===== src/sv/u8u16_pkg.sv =====
// Package for the UTF-8 to UTF-16 decoder.
// Holds the decoded-job type and the fixed coding constants. No dependencies.
package u8u16_pkg;

    localparam int ByteW    = 8;
    localparam int UnitW    = 16;
    localparam int PartialW = 15;
    localparam int ScalarW  = 21;
    localparam int OffsetW  = 26;

    localparam logic [ByteW-1:0]   LeadTwo   = 8'h80;
    localparam logic [ByteW-1:0]   LeadThree = 8'hE0;
    localparam logic [ByteW-1:0]   LeadFour  = 8'hF0;
    localparam logic [1:0]         SeqPair   = 2'd3;
    localparam logic [OffsetW-1:0] SuppBase  = 26'h0010000;
    localparam logic [UnitW-1:0]   HighBase  = 16'hD800;
    localparam logic [UnitW-1:0]   LowBase   = 16'hDC00;

    typedef struct packed {
        logic               pair;
        logic [ScalarW-1:0] scalar;
    } job_t;

endpackage


===== src/sv/u8u16_queue.sv =====
// Small job queue between the decoder front and the unit emitter.
// Depends on u8u16_pkg for job_t.
module u8u16_queue
    import u8u16_pkg::*;
#(
    parameter int DEPTH = 2
)
(
    input  logic clk,
    input  logic rst_n,
    input  logic wr_en,
    input  job_t wr_job,
    output logic full,
    input  logic rd_en,
    output job_t rd_job,
    output logic rd_valid
);

    localparam int PtrW = (DEPTH > 1) ? $clog2(DEPTH) : 1;
    localparam int CntW = $clog2(DEPTH + 1);
    localparam logic [PtrW-1:0] LastIdx = PtrW'(DEPTH - 1);
    localparam logic [CntW-1:0] FullCnt = CntW'(DEPTH);

    job_t            slot_reg [DEPTH];
    logic [PtrW-1:0] wr_ptr_reg;
    logic [PtrW-1:0] wr_ptr_next;
    logic [PtrW-1:0] rd_ptr_reg;
    logic [PtrW-1:0] rd_ptr_next;
    logic [CntW-1:0] count_reg;
    logic [CntW-1:0] count_next;

    assign full     = (count_reg == FullCnt);
    assign rd_valid = (count_reg != '0);
    assign rd_job   = slot_reg[rd_ptr_reg];

    always_comb
    begin
        wr_ptr_next = wr_ptr_reg;
        rd_ptr_next = rd_ptr_reg;
        count_next  = count_reg;
        if (wr_en)
        begin
            wr_ptr_next = (wr_ptr_reg == LastIdx) ? '0 : wr_ptr_reg + 1'b1;
        end
        if (rd_en)
        begin
            rd_ptr_next = (rd_ptr_reg == LastIdx) ? '0 : rd_ptr_reg + 1'b1;
        end
        if (wr_en && !rd_en)
        begin
            count_next = count_reg + 1'b1;
        end
        else if (!wr_en && rd_en)
        begin
            count_next = count_reg - 1'b1;
        end
    end

    always_ff @(posedge clk or negedge rst_n)
    begin
        if (!rst_n)
        begin
            wr_ptr_reg <= '0;
            rd_ptr_reg <= '0;
            count_reg  <= '0;
        end
        else
        begin
            wr_ptr_reg <= wr_ptr_next;
            rd_ptr_reg <= rd_ptr_next;
            count_reg  <= count_next;
        end
    end

    always_ff @(posedge clk)
    begin
        if (wr_en)
        begin
            slot_reg[wr_ptr_reg] <= wr_job;
        end
    end

    a_no_overflow: assert property (@(posedge clk) disable iff (!rst_n)
        wr_en |-> !full)
        else $error("job queue written while full");
    a_no_underflow: assert property (@(posedge clk) disable iff (!rst_n)
        rd_en |-> rd_valid)
        else $error("job queue read while empty");
    a_count_range: assert property (@(posedge clk) disable iff (!rst_n)
        count_reg <= FullCnt)
        else $error("job queue count out of range");

endmodule


===== src/sv/u8u16_front.sv =====
// Byte classifier and sequence gatherer of the UTF-8 to UTF-16 decoder.
// Depends on u8u16_pkg; hands finished scalars to the job queue.
module u8u16_front
    import u8u16_pkg::*;
(
    input  logic             clk,
    input  logic             rst_n,
    input  logic             accept,
    input  logic [ByteW-1:0] in_byte,
    input  logic             end_of_string,
    output logic             job_push,
    output job_t             job
);

    logic [1:0]          pending_reg;
    logic [1:0]          pending_next;
    logic [PartialW-1:0] partial_reg;
    logic [PartialW-1:0] partial_next;
    logic [1:0]          seq_len_reg;
    logic [1:0]          seq_len_next;
    logic [ScalarW-1:0]  gathered;
    logic [1:0]          pending_dec;

    assign gathered    = {partial_reg, in_byte[5:0]};
    assign pending_dec = pending_reg - 1'b1;

    always_comb
    begin
        pending_next = pending_reg;
        partial_next = partial_reg;
        seq_len_next = seq_len_reg;
        job_push     = 1'b0;
        job.pair     = 1'b0;
        job.scalar   = gathered;
        if (accept)
        begin
            if (pending_reg == 2'd0)
            begin
                job.scalar = {{(ScalarW-ByteW){1'b0}}, in_byte};
                if (in_byte < LeadTwo)
                begin
                    job_push = 1'b1;
                end
                else if (in_byte < LeadThree)
                begin
                    partial_next = {{(PartialW-5){1'b0}}, in_byte[4:0]};
                    seq_len_next = 2'd1;
                    pending_next = 2'd1;
                end
                else if (in_byte < LeadFour)
                begin
                    partial_next = {{(PartialW-4){1'b0}}, in_byte[3:0]};
                    seq_len_next = 2'd2;
                    pending_next = 2'd2;
                end
                else
                begin
                    partial_next = {{(PartialW-3){1'b0}}, in_byte[2:0]};
                    seq_len_next = 2'd3;
                    pending_next = 2'd3;
                end
            end
            else
            begin
                pending_next = pending_dec;
                if (pending_dec == 2'd0)
                begin
                    job_push     = 1'b1;
                    job.pair     = (seq_len_reg == SeqPair);
                    partial_next = '0;
                    seq_len_next = 2'd0;
                end
                else
                begin
                    partial_next = gathered[PartialW-1:0];
                end
            end
            // drop any open sequence at end of string
            if (end_of_string)
            begin
                pending_next = 2'd0;
                partial_next = '0;
                seq_len_next = 2'd0;
            end
        end
    end

    always_ff @(posedge clk or negedge rst_n)
    begin
        if (!rst_n)
        begin
            pending_reg <= 2'd0;
            partial_reg <= '0;
            seq_len_reg <= 2'd0;
        end
        else
        begin
            pending_reg <= pending_next;
            partial_reg <= partial_next;
            seq_len_reg <= seq_len_next;
        end
    end

    a_push_on_accept: assert property (@(posedge clk) disable iff (!rst_n)
        job_push |-> accept)
        else $error("job pushed without an accepted byte");
    a_idle_clean: assert property (@(posedge clk) disable iff (!rst_n)
        pending_reg == 2'd0 |-> seq_len_reg == 2'd0)
        else $error("sequence length left over while idle");
    a_pending_bound: assert property (@(posedge clk) disable iff (!rst_n)
        pending_reg <= seq_len_reg)
        else $error("more bytes pending than sequence length");
    a_pair_final: assert property (@(posedge clk) disable iff (!rst_n)
        job_push && job.pair |-> pending_reg == 2'd1 && seq_len_reg == SeqPair)
        else $error("surrogate pair outside a four byte sequence");

endmodule


===== src/sv/u8u16_back.sv =====
// Unit emitter of the UTF-8 to UTF-16 decoder: splits scalars into code units.
// Depends on u8u16_pkg; drains the job queue into a registered output stage.
module u8u16_back
    import u8u16_pkg::*;
(
    input  logic             clk,
    input  logic             rst_n,
    input  logic             job_valid,
    input  job_t             job,
    output logic             job_pop,
    input  logic             pop,
    output logic             empty,
    output logic [UnitW-1:0] code_unit,
    output logic             last_unit
);

    logic               out_valid_reg;
    logic               out_valid_next;
    logic [UnitW-1:0]   out_unit_reg;
    logic [UnitW-1:0]   out_unit_next;
    logic               out_last_reg;
    logic               out_last_next;
    logic               lo_valid_reg;
    logic               lo_valid_next;
    logic [UnitW-1:0]   lo_unit_reg;
    logic [UnitW-1:0]   lo_unit_next;
    logic               advance;
    logic [OffsetW-1:0] offset;
    logic [UnitW-1:0]   high_half;
    logic [UnitW-1:0]   low_half;

    assign offset    = {{(OffsetW-ScalarW){1'b0}}, job.scalar} - SuppBase;
    assign high_half = HighBase + offset[OffsetW-1:10];
    assign low_half  = LowBase + {{(UnitW-10){1'b0}}, offset[9:0]};

    assign advance = !out_valid_reg || pop;
    assign job_pop = advance && !lo_valid_reg && job_valid;

    always_comb
    begin
        out_valid_next = out_valid_reg;
        out_unit_next  = out_unit_reg;
        out_last_next  = out_last_reg;
        lo_valid_next  = lo_valid_reg;
        lo_unit_next   = lo_unit_reg;
        if (advance)
        begin
            if (lo_valid_reg)
            begin
                out_valid_next = 1'b1;
                out_unit_next  = lo_unit_reg;
                out_last_next  = 1'b1;
                lo_valid_next  = 1'b0;
            end
            else if (job_valid)
            begin
                out_valid_next = 1'b1;
                if (job.pair)
                begin
                    out_unit_next = high_half;
                    out_last_next = 1'b0;
                    lo_valid_next = 1'b1;
                    lo_unit_next  = low_half;
                end
                else
                begin
                    out_unit_next = job.scalar[UnitW-1:0];
                    out_last_next = 1'b1;
                end
            end
            else
            begin
                out_valid_next = 1'b0;
            end
        end
    end

    always_ff @(posedge clk or negedge rst_n)
    begin
        if (!rst_n)
        begin
            out_valid_reg <= 1'b0;
            lo_valid_reg  <= 1'b0;
        end
        else
        begin
            out_valid_reg <= out_valid_next;
            lo_valid_reg  <= lo_valid_next;
        end
    end

    always_ff @(posedge clk)
    begin
        out_unit_reg <= out_unit_next;
        out_last_reg <= out_last_next;
        lo_unit_reg  <= lo_unit_next;
    end

    assign empty     = !out_valid_reg;
    assign code_unit = out_unit_reg;
    assign last_unit = out_last_reg;

    a_low_behind_high: assert property (@(posedge clk) disable iff (!rst_n)
        lo_valid_reg |-> out_valid_reg && !out_last_reg)
        else $error("low surrogate held without its high half on the output");
    a_hold_on_stall: assert property (@(posedge clk) disable iff (!rst_n)
        out_valid_reg && !pop |=> out_valid_reg && $stable(out_unit_reg))
        else $error("output unit changed while stalled");
    a_low_follows: assert property (@(posedge clk) disable iff (!rst_n)
        lo_valid_reg && pop |=> out_last_reg && !lo_valid_reg)
        else $error("low surrogate not issued after high half");

endmodule


===== src/sv/utf8_to_utf16_stream_decoder_unit.sv =====
// Streaming UTF-8 to UTF-16 decoder: takes one byte per cycle while the job
// queue is not full and returns one code unit per cycle while pop is held,
// from a registered output. A byte that ends a sequence yields one unit, or
// two for a surrogate pair; bytes inside a sequence yield none. A surrogate
// pair holds the unit emitter for both halves, absorbed by the job queue of
// QUEUE_DEPTH entries. An ending byte is registered in the job queue, then in
// the output register. An accepted end_of_string drops any open sequence.
// Depends on u8u16_pkg, u8u16_front, u8u16_queue and u8u16_back.
module utf8_to_utf16_stream_decoder_unit
    import u8u16_pkg::*;
#(
    parameter int QUEUE_DEPTH = 2
)
(
    input  logic             clk,
    input  logic             rst_n,
    input  logic             push,
    output logic             full,
    input  logic [ByteW-1:0] in_byte,
    input  logic             end_of_string,
    output logic             empty,
    input  logic             pop,
    output logic [UnitW-1:0] code_unit,
    output logic             last_unit
);

    logic accept;
    logic job_push;
    job_t job_in;
    logic job_pop;
    job_t job_out;
    logic job_valid;
    logic queue_full;

    assign full   = queue_full;
    assign accept = push && !queue_full;

    u8u16_front u_front (
        .clk           (clk),
        .rst_n         (rst_n),
        .accept        (accept),
        .in_byte       (in_byte),
        .end_of_string (end_of_string),
        .job_push      (job_push),
        .job           (job_in)
    );

    u8u16_queue #(
        .DEPTH (QUEUE_DEPTH)
    ) u_queue (
        .clk      (clk),
        .rst_n    (rst_n),
        .wr_en    (job_push),
        .wr_job   (job_in),
        .full     (queue_full),
        .rd_en    (job_pop),
        .rd_job   (job_out),
        .rd_valid (job_valid)
    );

    u8u16_back u_back (
        .clk       (clk),
        .rst_n     (rst_n),
        .job_valid (job_valid),
        .job       (job_out),
        .job_pop   (job_pop),
        .pop       (pop && !empty),
        .empty     (empty),
        .code_unit (code_unit),
        .last_unit (last_unit)
    );

endmodule

===== config.mk =====
export PLATFORM = sky130hd
export DESIGN_NAME = utf8_to_utf16_stream_decoder_unit
export DESIGN_NICKNAME = d
export VERILOG_FILES = /design/src/sv/u8u16_pkg.sv /design/src/sv/u8u16_queue.sv /design/src/sv/u8u16_front.sv /design/src/sv/u8u16_back.sv /design/src/sv/utf8_to_utf16_stream_decoder_unit.sv
export SDC_FILE = /design/constraint.sdc
export NUM_CORES = 1
export LEC_CHECK = 0
export ABC_AREA = 0
export BUFFER_PORTS_ARGS = -buffer_cell sky130_fd_sc_hd__buf_2
export CAP_MARGIN = 15
export CORE_MARGIN = 8
export CORE_UTILIZATION = 45
export CTS_BUF_LIST = sky130_fd_sc_hd__clkbuf_4
export DETAILED_ROUTE_END_ITERATION = 6
export PLACE_DENSITY = 0.66
export SLEW_MARGIN = 15
export SYNTH_ARGS = -nofsm -noshare
export SYNTH_HDL_FRONTEND = slang
export SYNTH_HIERARCHICAL = 1
export SYNTH_SLANG_ARGS = --single-unit

===== constraint.sdc =====
create_clock -name clk -period 2.4 [get_ports clk]
set_input_delay 0.24 -clock clk [delete_from_list [all_inputs] [get_ports clk]]
set_output_delay 0.24 -clock clk [all_outputs]
set_load 0.02 [all_outputs]

==> metrics <==
clock transition at the registers of the reported paths=between 100 and 150 ps; Post-Syn Instances=about 280; Fmax=490 MHz; number of core rows=34; leakage=0.00177 µW; max reg flops=44; Synth Cell Area=a little over 4000 µm²; DR iter-0 viols=94; initial core utilization=between 40 and 50%; DR DRC count=0; CP arrival=about 2200 ps; Detail Placement HPWL=5.03 mm; gpl congestion=0.809; drt pass-1 iters=4; Slew Viols, Final=0; GRT Util Overall=11.7%; ant diodes=0; #FFs+latches synth=96; Worst setup SP type=register; Worst Path Max Fanout=8; Die H=111 µm; Pint=3460 µW; area of the multi-input gates=about 1100 µm²; worst setup margin=around 360 ps; Layout Area Growth over Synthesis=10.3%; outcome=complete, no violations; first-pass GRT wire length=11.6 mm; worst vdd ir=447 µV; power density cells=between 1000 and 1500 nW/µm²; Fillers=about 750; area share of the largest cell type after synthesis=52.1%; # H-tree levels=3; Post-DRT Antenna Nets=0; layout cells sized above 1=28.1%; initial antenna violation count=0; max-capacitance violation count=0; Min-Delay Path Class=primary input to register; Mapped Nets=292; setup bufs post-CTS=0; GR Overflow Total=0; routed vias/inst=5.22; DR WL/cell=16.2 µm; post-synthesis sequential area ratio=around two thirds; endpoints failing hold=0; Rel. slew slack=approximately 60%; number of distinct library cells after synthesis=43; fin crit period=around 2000 ps; CORE AREA=~8800 µm²; Yosys top cell by area=edfxtp_1; share of power burned in registers=49.1%; unrepaired setup endpoints after global routing=no; synth top area cells=edfxtp_1, dfrtp_1, mux2_2, nor2b_1, a22o_1; Nets=330; post-place setup slack=about 360 ps; vias in the first global route=2274; total number of vias=between 2000 and 2500; Gate power share=35.2%; Primary FF master, synth=edfxtp_1; Synth async-reset ratio=26.0%; Port Buffers=31; TNS Setup=0 ps; clock root cell=clkbuf_4; Sinks on Clock Net=96; DIE WIDTH=~110 µm; syn_area_per_cell=14.8 µm²; Crit Path Class=register to register; overall power=between 5000 and 6000 µW; Worst Path Required=2590 ps; DIE AREA=12400 µm²; number of flops mapped to enable cells by yosys=71; Final Skew=between 10 and 15 ps; Worst Max-Slew Pin Slew=602 ps; Clock power frac=15.8%; final setup fails=0; crit path capture type=register; WL final=roughly 6.9 mm; CTS buffer count=9; worst skew pair latency=approximately 420 ps; largest net degree at the start of global routing=30; # IOs=32; CTS Buffer Depth=2; switching share of power=33.8%; Tcrit/Tclk final=85.0%; Psw=between 1500 and 2000 µW; yosys synthesis warning count=6; CTS tree=built; Register Area=2760 µm²
## worst paths after layout
path | depth (start not counted) | slack [ps] | from | endpoint
max | 6 | 360 | u_queue/rd_ptr_reg | u_back/code_unit[10]
min | 1 | 70 | in_byte[5] | u_queue/slot_reg[0][5]
max reg2reg | 6 | 360 | u_queue/rd_ptr_reg | u_back/code_unit[10]
min reg2reg | 1 | 510 | u_queue/count_reg[1] | u_queue/count_reg[1]
max in group asynchronous | 2 | 1660 | rst_n | u_front/partial_reg[11]
min in group asynchronous | 2 | 340 | rst_n | u_front/pending_reg[1]
## synthesized netlist by cell type (all sizes together), types with 2 or more instances
cell    count
a211o       2
a21oi       3
a22o       11
a31oi       2
a32o        2
and2        3
buf        15
clkbuf      5
dfrtp      25
edfxtp     71
ha          2
inv        13
mux2       25
mux2i       8
nand2      15
nor2        7
nor2b      19
nor3b       4
o21ai      14
o31ai       5
o41ai       2
or2         2
or3         4
xor2        6
## stage by stage
stage / area, µm² / instances / hold WS [ps] / util, %
after floorplan: 4090 / 277 / -55.6 / -
after global placement: 4320 / 406 / 284 / 49.3
after detailed placement: 4320 / 406 / 283 / 49.3
after CTS: 4470 / 424 / 2.19 / 51.0
after global routing: 4510 / 428 / 19.9 / 51.5
final: 4510 / 428 / 65.2 / 51.5
## power by group through the flow
stage	logic [µW]	registers (µW)	clock network (µW)
floorplan	1210	2740	0
global placement	1810	2590	0
detailed placement	1850	2610	0
CTS	1860	2570	852
global route	2050	2620	923
finish	1840	2570	824
## cells in the final DEF (no fill, tap or decap), drive strengths merged, types with 5 or more instances in the layout
cell | netlist | routed
o31ai | 5 | 5
nand2 | 15 | 15
nor2b | 19 | 19
xor2 | 6 | 6
dlygate4sd3 | 0 | 5
clkbuf | 5 | 10
mux2 | 25 | 25
a22o | 11 | 11
inv | 13 | 13
buf | 15 | 42
clkinv | 0 | 5
mux2i | 8 | 8
edfxtp | 71 | 71
dfrtp | 25 | 25
nor2 | 7 | 7
o21ai | 14 | 14
## final cells by class
cell class	count	share of cell area, %
flip-flops and latches	96	61.1
well taps	108	2.99
repair buffers	47	6.46
multi-input cells	148	25.4
clock buffers	10	1.66
inverters	13	1.08
clock inverters	6	1.33
## routing by layer
layer / global-route usage [%] / vias to the layer above / wire (µm)
li1: - / 1093 / -
met1: 14.4 / 1070 / 3180
met3: 4.56 / 10 / 465
met4: 3.91 / 0 / 105
met5: 0 / - / 0
met2: 18.3 / 63 / 3190
## worst max-delay path, cell delays in order, from the launching register on
cell and delay [ps]:
dfrtp_1 530, mux2_2 410, inv_1 70, ha_1 170, nor3b_1 230, xor2_1 100
a211o_1 290
## logic make-up after synthesis
kind of cell	count (synthesis)	synth area share [%]
XOR/XNOR	7	1.50
AO/OA/AOI/OAI	45	8.29
AND/OR/NAND/NOR	61	8.72
multiplexers	33	8.84
flip-flops	96	67.4
buffers and inverters	33	4.65
adder cells (fa/ha/maj)	2	0.612
## repair_timing
item	CTS	global route
gates resized for setup	0	0
hold endpoints to repair	27	6
hold buffers	2	3
Power figures use the tool's default switching activity.
